`config.mk`:
```
export PLATFORM = sky130hd
export DESIGN_NAME = bounded_integer_set_table_top
export DESIGN_NICKNAME = d
export VERILOG_FILES = /design/src/rtl/bist_pkg.sv /design/src/rtl/bist_ram.sv /design/src/rtl/bist_ctrl.sv /design/src/rtl/bist_dp.sv /design/src/rtl/bounded_integer_set_table_top.sv
export SDC_FILE = /design/constraint.sdc
export NUM_CORES = 2
export LEC_CHECK = 0
export BUFFER_PORTS_ARGS = -buffer_cell sky130_fd_sc_hd__buf_2
export CORE_MARGIN = 4
export CORE_UTILIZATION = 55
export DETAILED_ROUTE_END_ITERATION = 16
export GPL_TIMING_DRIVEN = 1
export HOLD_SLACK_MARGIN = 0.08
export PLACE_DENSITY = 0.71
export SLEW_MARGIN = 10
export SYNTH_ARGS = -nofsm -noshare
export SYNTH_HDL_FRONTEND = slang
export SYNTH_SLANG_ARGS = --single-unit
```
`constraint.sdc`:
```
create_clock -name clk_i -period 6.6 [get_ports clk_i]
set_input_delay 1.65 -clock clk_i [delete_from_list [all_inputs] [get_ports clk_i]]
set_output_delay 1.65 -clock clk_i [all_outputs]
set_load 0.01 [all_outputs]
```
`src/rtl/bist_pkg.sv`:
```
// ----------------------------------------------------------------------------
// bist_pkg
// shared constants, codes and controller/datapath interface types for the
// bounded integer set table
// ----------------------------------------------------------------------------
package bist_pkg;

  // default sizing
  localparam int unsigned DefaultCapacity   = 64;
  localparam int unsigned DefaultValueWidth = 32;

  // fixed field widths
  localparam int unsigned ModeWidth   = 2;
  localparam int unsigned StatusWidth = 2;
  localparam int unsigned CountWidth  = 7;
  localparam int unsigned ItemWidth   = 32;

  // operation codes (code 3 acts as a query)
  localparam logic [ModeWidth-1:0] MODE_ADD    = 2'd0;
  localparam logic [ModeWidth-1:0] MODE_REMOVE = 2'd1;
  localparam logic [ModeWidth-1:0] MODE_QUERY  = 2'd2;

  // result status codes
  localparam logic [StatusWidth-1:0] ST_DONE = 2'd0;
  localparam logic [StatusWidth-1:0] ST_MISS = 2'd1;
  localparam logic [StatusWidth-1:0] ST_FULL = 2'd2;

  // controller to datapath
  typedef struct packed {
    logic load;      // latch item, restart scan
    logic issue;     // read slot at scan index, advance it
    logic shift_wr;  // write last read data one slot lower
    logic finish;    // commit and present the result
    logic found;     // value was present (valid with finish)
  } dp_cmd_t;

  // datapath to controller
  typedef struct packed {
    logic pend;       // read data belongs to an issued slot
    logic hit;        // pending read data equals the item value
    logic more;       // scan index still below the held count
    logic is_remove;  // latched operation is a remove
  } dp_stat_t;

endpackage

```
`src/rtl/bist_ram.sv`:
```
// ----------------------------------------------------------------------------
// bist_ram
// generic simple dual-port ram, one write and one registered read port
// ----------------------------------------------------------------------------
module bist_ram #(
  parameter int unsigned Width = 32,
  parameter int unsigned Depth = 64
) (
  input  logic                     clk_i,
  input  logic                     we_i,
  input  logic [$clog2(Depth)-1:0] waddr_i,
  input  logic [Width-1:0]         wdata_i,
  input  logic                     re_i,
  input  logic [$clog2(Depth)-1:0] raddr_i,
  output logic [Width-1:0]         rdata_o
);

  logic [Width-1:0] mem_q [Depth];
  logic [Width-1:0] rdata_q;

  always_ff @(posedge clk_i) begin
    if (we_i) begin
      mem_q[waddr_i] <= wdata_i;
    end
    if (re_i) begin
      rdata_q <= mem_q[raddr_i];
    end
  end

  assign rdata_o = rdata_q;

endmodule

```
`src/rtl/bist_ctrl.sv`:
```
// ----------------------------------------------------------------------------
// bist_ctrl
// sequencer for scan, compaction shift and result commit
// ----------------------------------------------------------------------------
module bist_ctrl (
  input  logic               clk_i,
  input  logic               rst_ni,
  input  logic               start_i,
  output logic               busy_o,
  input  bist_pkg::dp_stat_t stat_i,
  output bist_pkg::dp_cmd_t  cmd_o
);
  import bist_pkg::*;

  typedef enum logic [2:0] {
    S_IDLE  = 3'b001,
    S_SCAN  = 3'b010,
    S_SHIFT = 3'b100
  } state_e;

  state_e state_q, state_d;

  always_comb begin
    state_d = state_q;
    cmd_o   = '0;
    unique case (state_q)
      S_IDLE: begin
        if (start_i) begin
          cmd_o.load = 1'b1;
          state_d    = S_SCAN;
        end
      end
      S_SCAN: begin
        priority if (stat_i.hit) begin
          if (stat_i.is_remove) begin
            state_d = S_SHIFT;
          end else begin
            cmd_o.finish = 1'b1;
            cmd_o.found  = 1'b1;
            state_d      = S_IDLE;
          end
        end else if (stat_i.more) begin
          cmd_o.issue = 1'b1;
        end else begin
          cmd_o.finish = 1'b1;
          state_d      = S_IDLE;
        end
      end
      S_SHIFT: begin
        cmd_o.shift_wr = stat_i.pend;
        cmd_o.issue    = stat_i.more;
        if (!stat_i.pend && !stat_i.more) begin
          cmd_o.finish = 1'b1;
          cmd_o.found  = 1'b1;
          state_d      = S_IDLE;
        end
      end
      default: begin
        state_d = S_IDLE;
      end
    endcase
  end

  always_ff @(posedge clk_i or negedge rst_ni) begin
    if (!rst_ni) begin
      state_q <= S_IDLE;
    end else begin
      state_q <= state_d;
    end
  end

  assign busy_o = (state_q != S_IDLE);

endmodule

```
`src/rtl/bist_dp.sv`:
```
// ----------------------------------------------------------------------------
// bist_dp
// item registers, slot store, scan pointer, held count and result registers
// ----------------------------------------------------------------------------
module bist_dp #(
  parameter int unsigned Capacity   = bist_pkg::DefaultCapacity,
  parameter int unsigned ValueWidth = bist_pkg::DefaultValueWidth
) (
  input  logic                                clk_i,
  input  logic                                rst_ni,
  input  logic [bist_pkg::ModeWidth-1:0]      mode_i,
  input  logic signed [bist_pkg::ItemWidth-1:0] item_value_i,
  input  bist_pkg::dp_cmd_t                   cmd_i,
  output bist_pkg::dp_stat_t                  stat_o,
  output logic                                done_o,
  output logic [bist_pkg::StatusWidth-1:0]    status_o,
  output logic                                found_o,
  output logic [bist_pkg::CountWidth-1:0]     member_count_o
);
  import bist_pkg::*;

  localparam int unsigned AW = $clog2(Capacity);
  localparam int unsigned CW = $clog2(Capacity + 1);

  logic [ModeWidth-1:0]  mode_q;
  logic [ValueWidth-1:0] value_q;
  logic [ValueWidth-1:0] value_d;
  logic [CW-1:0]         count_q, count_d;
  logic [CW-1:0]         scan_q;
  logic [AW-1:0]         rd_addr_q;
  logic                  pend_q;
  logic                  done_q;
  logic [StatusWidth-1:0] status_q, status_d;
  logic                  found_q;

  logic                  full;
  logic                  add_wr;
  logic                  we;
  logic [AW-1:0]         waddr;
  logic [ValueWidth-1:0] wdata;
  logic [ValueWidth-1:0] rdata;
  logic [ValueWidth+ItemWidth-1:0] value_ext;
  logic [CW+CountWidth-1:0]        count_ext;

  // sign extend, then keep the stored width
  assign value_ext = {{ValueWidth{item_value_i[ItemWidth-1]}}, item_value_i};
  assign value_d   = value_ext[ValueWidth-1:0];

  assign full   = (count_q == CW'(Capacity));
  assign add_wr = cmd_i.finish && (mode_q == MODE_ADD) && !cmd_i.found && !full;

  assign we    = cmd_i.shift_wr || add_wr;
  assign waddr = cmd_i.shift_wr ? (rd_addr_q - AW'(1)) : count_q[AW-1:0];
  assign wdata = cmd_i.shift_wr ? rdata : value_q;

  bist_ram #(
    .Width (ValueWidth),
    .Depth (Capacity)
  ) u_slots (
    .clk_i   (clk_i),
    .we_i    (we),
    .waddr_i (waddr),
    .wdata_i (wdata),
    .re_i    (cmd_i.issue),
    .raddr_i (scan_q[AW-1:0]),
    .rdata_o (rdata)
  );

  assign stat_o.pend      = pend_q;
  assign stat_o.hit       = pend_q && (rdata == value_q);
  assign stat_o.more      = (scan_q < count_q);
  assign stat_o.is_remove = (mode_q == MODE_REMOVE);

  // result status and new count
  always_comb begin
    count_d  = count_q;
    status_d = cmd_i.found ? ST_DONE : ST_MISS;
    unique case (mode_q)
      MODE_ADD: begin
        priority if (full) begin
          status_d = ST_FULL;
        end else if (cmd_i.found) begin
          status_d = ST_MISS;
        end else begin
          status_d = ST_DONE;
          count_d  = count_q + CW'(1);
        end
      end
      MODE_REMOVE: begin
        if (cmd_i.found) begin
          count_d = count_q - CW'(1);
        end
      end
      MODE_QUERY: begin
        status_d = cmd_i.found ? ST_DONE : ST_MISS;
      end
      default: begin
        status_d = cmd_i.found ? ST_DONE : ST_MISS;
      end
    endcase
  end

  // item registers, read address and result registers
  always_ff @(posedge clk_i) begin
    if (cmd_i.load) begin
      mode_q  <= mode_i;
      value_q <= value_d;
    end
    if (cmd_i.issue) begin
      rd_addr_q <= scan_q[AW-1:0];
    end
    if (cmd_i.finish) begin
      status_q <= status_d;
      found_q  <= cmd_i.found;
    end
  end

  always_ff @(posedge clk_i or negedge rst_ni) begin
    if (!rst_ni) begin
      count_q <= '0;
      scan_q  <= '0;
      pend_q  <= 1'b0;
      done_q  <= 1'b0;
    end else begin
      done_q <= cmd_i.finish;
      pend_q <= cmd_i.issue;
      if (cmd_i.load) begin
        scan_q <= '0;
      end else if (cmd_i.issue) begin
        scan_q <= scan_q + CW'(1);
      end
      if (cmd_i.finish) begin
        count_q <= count_d;
      end
    end
  end

  assign count_ext      = {{CountWidth{1'b0}}, count_q};
  assign done_o         = done_q;
  assign status_o       = status_q;
  assign found_o        = found_q;
  assign member_count_o = count_ext[CountWidth-1:0];

endmodule

```
`src/rtl/bounded_integer_set_table_top.sv`:
```
// ----------------------------------------------------------------------------
// bounded_integer_set_table_top
// bounded set of distinct signed values kept packed in the low ram slots
// ----------------------------------------------------------------------------
//
//  channel   direction  handshake              payload
//  -------   ---------  ---------------------  ---------------------------------
//  command   in         start & !busy          mode_i, item_value_i
//  result    out        done_o, one cycle      status_o, found_o, member_count_o
//
//  scan: the slot ram has one read port, so the held values are scanned one
//  per cycle. a miss scans every held value, a hit ends the scan at the
//  matching slot, and a remove then moves each value above that slot one
//  slot down for the compaction.
//  reset: asynchronous, active low; clears the held count and the sequencer,
//  slot contents stay undefined and are never read before being written.
//  stalls: results cannot be held off; busy stays high from the command
//  transfer until the result strobe, when a new command may be taken.
//
module bounded_integer_set_table_top #(
  parameter int unsigned CAPACITY    = bist_pkg::DefaultCapacity,
  parameter int unsigned VALUE_WIDTH = bist_pkg::DefaultValueWidth
) (
  input  logic                                  clk_i,
  input  logic                                  rst_ni,
  // command transfer
  input  logic                                  start,
  output logic                                  busy,
  input  logic [bist_pkg::ModeWidth-1:0]        mode_i,
  input  logic signed [bist_pkg::ItemWidth-1:0] item_value_i,
  // result transfer
  output logic                                  done_o,
  output logic [bist_pkg::StatusWidth-1:0]      status_o,
  output logic                                  found_o,
  output logic [bist_pkg::CountWidth-1:0]       member_count_o
);
  import bist_pkg::*;

  dp_cmd_t  cmd;   // sequencer commands to the datapath
  dp_stat_t stat;  // compare and pointer status back

  // scan, shift and commit sequencing
  bist_ctrl u_ctrl (
    .clk_i  (clk_i),
    .rst_ni (rst_ni),
    .start_i(start),
    .busy_o (busy),
    .stat_i (stat),
    .cmd_o  (cmd)
  );

  // slot ram, compare, held count and result registers
  bist_dp #(
    .Capacity   (CAPACITY),
    .ValueWidth (VALUE_WIDTH)
  ) u_dp (
    .clk_i          (clk_i),
    .rst_ni         (rst_ni),
    .mode_i         (mode_i),
    .item_value_i   (item_value_i),
    .cmd_i          (cmd),
    .stat_o         (stat),
    .done_o         (done_o),
    .status_o       (status_o),
    .found_o        (found_o),
    .member_count_o (member_count_o)
  );

endmodule
```
[After elaboration in Yosys (flattened, before gate mapping)]
Memories as Yosys holds them, arrays and structs flattened. A register that Yosys moved wholly into a read port is not among the register bits.
Cells that the tools add are included.
Operators by class
  reduce and logical (&&, ||, !) cells: 15
  eq/ne operators: 13
  $add $sub $neg: 4
  order comparisons: 1
  muxes and demuxes: 32
Operator list (number)
  2-to-1 mux 7 bit: 5
  equality test 32 bit: 1
  2-to-1 mux 32 bit: 1
  2-to-1 mux 3 bit: 5
  adder 7 x 1 -> 7 bit, second input constant: 2
  case mux 7 bit (2 select lines): 1
  2-to-1 mux 1 bit: 12
  case mux 3 bit (3 select lines): 1
  2-to-1 mux 2 bit: 4
  equality test 7 bit, second input constant: 1
  < comparator 7 bit: 1
  subtractor 7 x 1 -> 7 bit, second input constant: 1
  2-to-1 mux 6 bit: 1
  inequality test 2 bit, second input constant: 3
  subtractor 6 x 1 -> 6 bit, second input constant: 1
  logical AND 1 bit: 5
  AND reduction 5 bit: 1
  logical NOT 1 bit: 4
  inequality test 2 x 1 -> 1 bit, second input constant: 2
  case mux 2 bit (2 select lines): 1
  nonzero test 2 bit: 2
  equality test 3 x 1 -> 1 bit, second input constant: 1
  equality test 3 x 2 -> 1 bit, second input constant: 1
  equality test 3 bit, second input constant: 1
  7 further kinds: 7
Storage, ports and cells
  register bits: 62
  RAM bits: 2048
  logic and storage cells: 76
  memories: 1
  output and inout port bits: 12
  input bits: 37
Memories
  u_dp.u_slots.mem_q: words 64, width 32, rd ports 1, clocked after memory_dff 1, write ports 1, RTL line bist_ram.sv:18  | logic [Width-1:0] mem_q [Depth];

[Depth between registers and ports, before layout]
  word-level depth: 11
  gate-level depth with buffers: 11
  depth with buffers taken out: 10

[Modules after synthesis]
From an unflattened synthesis, not the netlist that was laid out.
Second synthesis, totals
  cell total of the unflattened synthesis: 3604
  area, all modules: 82226.4 um^2
Modules (own cells, without submodules)
  bist_ram: seq. area each 62459.9 um^2, cells an instance 3324, area each 78835.6 um^2, times used 1
  bist_dp: seq. area each 1691.6 um^2, cells an instance 254, area each 3180.6 um^2, times used 1
  bist_ctrl: seq. area each 76.3 um^2, cells an instance 26, area each 210.2 um^2, times used 1

[Worst setup path after synthesis]
Ideal clock, no wire load.
  kind: reg2reg
  from: reg u_dp.count_q[2] (netlist: u_dp.member_count_o[2])
  to: mem u_dp.u_slots.mem_q[12][0], enable pin
  stages on the path, launching flop included: 11
  buffers on the path: 1
  required time: 6.139 ns
  clock period less this slack: 4.777 ns
  setup slack: 1.823 ns
  arrival time: 4.316 ns
  library setup time: 0.461 ns
  cells stage by stage: dfrtp_1 -> inv_2 -> ha_1 -> a21o_1 -> a31oi_1 -> o21ai_1 -> a21oi_1 -> nor3b_1 -> a22oi_1 -> buf_2 -> nor3_1
On the way
  longest elaborated chain between the ends: 11
  elaborated cells between the ends (all ways): 17
RTL lines
  start: declaration: RTL line bist_dp.sv:28  | logic [CW-1:0] count_q, count_d;
  start signal: assignment: RTL line bist_dp.sv:133  | count_q <= count_d;
  < comparator 7 bit: RTL line bist_dp.sv:71  | assign stat_o.more = (scan_q < count_q);
  logical NOT 1 bit: RTL line bist_ctrl.sv:52  | if (!stat_i.pend && !stat_i.more) begin
  logical AND 1 bit: RTL line bist_ctrl.sv:52
  2-to-1 mux 2 bit: RTL line bist_ctrl.sv:52
  case mux 2 bit (2 select lines): RTL line bist_ctrl.sv:26  | unique case (state_q)
  logical AND 1 bit / logical NOT 1 bit (equally long branches): RTL line bist_dp.sv:50  | assign add_wr = cmd_i.finish && (mode_q == MODE_ADD) && !cmd_i.found && !full;
  logical AND 1 bit (2 in a row): RTL line bist_dp.sv:50
  logical OR 1 bit: RTL line bist_dp.sv:52  | assign we = cmd_i.shift_wr || add_wr;
  2-to-1 mux 1 bit: RTL line bist_ram.sv:22  | if (we_i) begin
  2-to-1 mux 1 bit (implied by the code): RTL line bist_ram.sv:23  | mem_q[waddr_i] <= wdata_i;
  end: declaration: RTL line bist_ram.sv:18
Several ways; a longest one is shown, not always the timed one.

[Final worst setup path]
  from: reg u_dp.scan_q[0]
  to: reg u_dp.u_slots.rdata_q[10] (netlist: u_dp.u_slots.rdata_o[10]), read port of u_dp.u_slots.mem_q, data pin
On the way
  longest elaborated chain between the ends: 4
RTL lines
  start: declaration: RTL line bist_dp.sv:29  | logic [CW-1:0] scan_q;
  start signal: assignment: RTL line bist_dp.sv:130  | scan_q <= scan_q + CW'(1);
  < comparator 7 bit: RTL line bist_dp.sv:71
  2-to-1 mux 1 bit: RTL line bist_ctrl.sv:42  | end else if (stat_i.more) begin
  2-to-1 mux 1 bit: RTL line bist_ctrl.sv:34  | priority if (stat_i.hit) begin
  case mux 1 bit (2 select lines): RTL line bist_ctrl.sv:26
  end: declaration: RTL line bist_ram.sv:19  | logic [Width-1:0] rdata_q;
Several ways; a longest one is shown, not always the timed one.
A chain may end at the register's enable or synchronous reset.

==> reports/metrics.cfg <==
[run_status]
status = finished clean

[floorplanning]
rows = 141
die_y_um = 394.6
dieWidth_um = 394.6
fp.coreArea_sq_um = 148200
start_util_pct = 55.46
dieArea_sq_um = 155700
io_pins = 49

[yosys]
synth_cells = 3352
seq_area_frac_synth_pct = 78.15
synth-async-reset-ratio_pct = 0.8870
ys.flop_type = edfxtp_1
synth_edf_count = 2123
ys_seq_elements = 2142
ys_types = 48
syn_nets = 3403
syn_area_sq_um = 82180
yosys_warnings = 0
syn_area_per_cell_sq_um = 24.52

[power_and_ir_drop]
power.internal_uw = 24960
p_comb_share_pct = 17.1
power_leakage_uw = 0.02791
powerDensity_nw_per_um2 = 358.8
vdd_drop_max_v = 0.0002414
switchingPower_uw = 8123
p_clk_share_pct = 34.6
swShare_pct = 24.55
seqPwrFrac_pct = 48.4

[sta]
report.final.slew_viol_count = 0
hold_viol = 0
rsz0062_at_grt = no
setup_viol = 0
tns_ns = 0
max-slew-margin-rel_pct = 21.32
fin_crit_ns = 4.648
fin_crit_sh_pct = 70.43
fin_skew_ns = 0.03025
fmax_mhz = 215.1
worstMarginPinSlew_ns = 1.174

[setup_path]
cp-start-kind = flop
rr_startpoint = u_dp.scan_q[0]
cp_max_fo = 42
cp_data_required_time_ns = 7.12
r2r_cells = 5
reg2reg_to = u_dp.u_slots.rdata_o[10]
critPathKind = reg -> reg
r2r_slack_ns = 1.95
crit_path_end_kind = flop
arrival_ns = 5.17

[cts]
postCtsSetupBuffers = 0
htreeDepth = 4
cts_hold_buf = 0
clock_latency_ns = 0.82
clkSinkCount = 2142
cts_made_buffers = 205
cts_tree = yes
clockRootBuffer = clkbuf_16
cts.path.max_buffers = 3
cts_resized = 0
clk_pin_slew_ns = 0.06

[placement]
gp_congestion = 0.9008
placed_cell_area_sq_um = 85640
place_hpwl_mm = 102.4
numPortBuffers = 48

[global_route]
grt_pass1_vias = 38620
grt_start_max_net_pins = 110
grt_pass1_wl_mm = 273.2
track_usage_pct = 24.39
antenna_found_initial = 16
gr-total-overflow = 0

[route]
drtPass1Iterations = 6
avgRoutedWirePerCell_um = 32.81
drt_iter0_drc = 5050
finalWirelength_mm = 186.3
num_vias = 37270
drt-vias-per-instance = 6.563
drc = 0
ant_nets = 0

[run]
maxCapViolCount = 0

[min_path]
hold_end = u_dp.scan_q[6]
whs_path_depth = 1
min_from = u_dp.scan_q[6]
hp-class = reg -> reg

[layout]
syn_to_final_growth_pct = 12.20
multi_input_area_sq_um = 17520
drive_gt1_share_pct = 32.64
seq_area_sq_um = 64240
final_area_sq_um = 92210
layout.nets = 3624
fill_cells = 9548

-- cell families after synthesis --
logic type,Yosys count,share of synthesized area (%)
AO/OA/AOI/OAI,41,0.3182
XOR/XNOR,40,0.4263
adder cells (fa/ha/maj),14,0.2223
buffers and inverters,188,0.9957
flip-flops,2142,78.15
multiplexers,682,18.54
AND/OR/NAND/NOR,245,1.346
-- critical path, stage by stage (launching register included) --
cell	delay, ns
dfrtp_4	0.86
buf_4	0.79
buf_4	0.79
mux4_2	0.62
mux4_2	0.57
mux4_2	0.57
-- power groups by stage --
stage	Combinational, uW	Sequential, uW	Clock (uW)
final	5650	16000	11400
after global routing	6060	16000	12200
after CTS	5680	16000	11600
after detailed placement	5650	16300	0
after global placement	5470	16300	0
after floorplan	4130	16200	0
-- layout make-up --
class	instances	share of cell area (%)
Multi-Input combinational cell	1022	19.00
Inverter	15	0.06106
Antenna cell	2	0.005427
Tap cell	1930	2.619
Clock inverter	121	1.147
Sequential cell	2142	69.67
Timing Repair Buffer	187	1.528
Clock buffer	260	5.972
-- stage by stage --
stage | power (uW) | utilization [%] | hold slack (ns) | std cells | worst slack [ns]
final | 33090 | 62.22 | 0.5008 | 5679 | 1.952
after global routing | 34310 | 62.22 | 0.5271 | 5677 | 1.632
after CTS | 33280 | 62.22 | 0.4973 | 5677 | 1.888
after detailed placement | 21930 | 57.79 | 0.4895 | 5296 | 1.919
after global placement | 21750 | 57.79 | 0.4777 | 5296 | 1.954
after floorplan | 20320 | - | 0.4487 | 3352 | 1.823
-- sequential cells by signal, indices dropped and copies added, names as in the netlist --
signal and count:
u_dp.done_o 1, u_dp.status_o 2, u_ctrl.state_q 3, u_dp.found_o 1, u_dp.u_slots.rdata_o 32, u_dp.member_count_o 7, u_dp.mode_q 2, u_dp.rd_addr_q 6
u_dp.pend_q 1, u_dp.scan_q 7, u_dp.value_q 32, u_dp.u_slots.mem_q 2048
-- cells in the mapped netlist (2+ instances only) --
master       n  area share (%)
edfxtp_1  2123              78
mux4_2     672              18
nand2_1    117            0.53
clkbuf_1    91            0.42
nor3_1      73            0.44
buf_2       51            0.31
xor2_1      28            0.30
buf_1       23            0.11
dfrtp_1     18            0.55
nor2_1      18           0.082
ha_1        13            0.20
xnor2_1     12            0.13
inv_1       11           0.050
a21oi_1      9           0.055
mux2i_1      9            0.11
o21ai_1      8           0.049
nand3_1      7           0.043
a21o_1       6           0.055
nand2b_1     6           0.046
nor4_1       6           0.046
a31oi_1      5           0.038
buf_6        5           0.069
nand4_1      4           0.030
and3_1       3           0.023
buf_4        3           0.027
inv_2        3           0.014
nor2b_1      3           0.023
nor3b_1      3           0.027
and2_1       2           0.015
o21ai_0      2           0.012
-- worst max-delay path by stage --
stage | from | endpoint | slack [ns] | cells after the start
3_3_place_gp | u_dp.scan_q[0] | u_dp.u_slots.rdata_o[10] | 1.95 | 5
2_1_floorplan | u_dp.member_count_o[2] | u_dp.u_slots.mem_q[12][0] | 1.82 | 10
5_1_grt | u_dp.scan_q[0] | u_dp.u_slots.rdata_o[10] | 1.63 | 5
3_5_place_dp | u_dp.scan_q[0] | u_dp.u_slots.rdata_o[10] | 1.92 | 5
6_report | u_dp.scan_q[0] | u_dp.u_slots.rdata_o[10] | 1.95 | 5
4_1_cts | u_dp.scan_q[0] | u_dp.u_slots.rdata_o[10] | 1.89 | 5
-- metal layers --
layer	GRT usage [%]	wire length, um	up-vias
li1	-	-	14920
met1	34.63	71160	19940
met2	38.55	90910	2071
met3	5.959	19490	334
met4	6.915	4751	4
met5	0	32	-
-- cells in the final DEF (no fill, tap or decap), types with 4 or more instances in the layout --
cell type,instances
nand4_1,4
a21o_1,6
nor2_1,18
buf_12,10
buf_4,129
clkinv_1,56
inv_2,5
clkinv_2,37
inv_6,4
nor3_2,64
nand2b_1,6
inv_1,10
xnor2_1,12
clkbuf_16,213
nor3_1,9
dfrtp_4,4
ha_1,13
nand3_1,7
buf_2,48
clkbuf_1,47
a21oi_1,6
bufinv_16,19
o21ai_1,7
dfrtp_1,13
edfxtp_1,2123
xor2_1,28
mux4_2,672
nor4_1,6
nand2_1,117
mux2i_1,9
No activity file was read; power rests on OpenSTA's default activity.
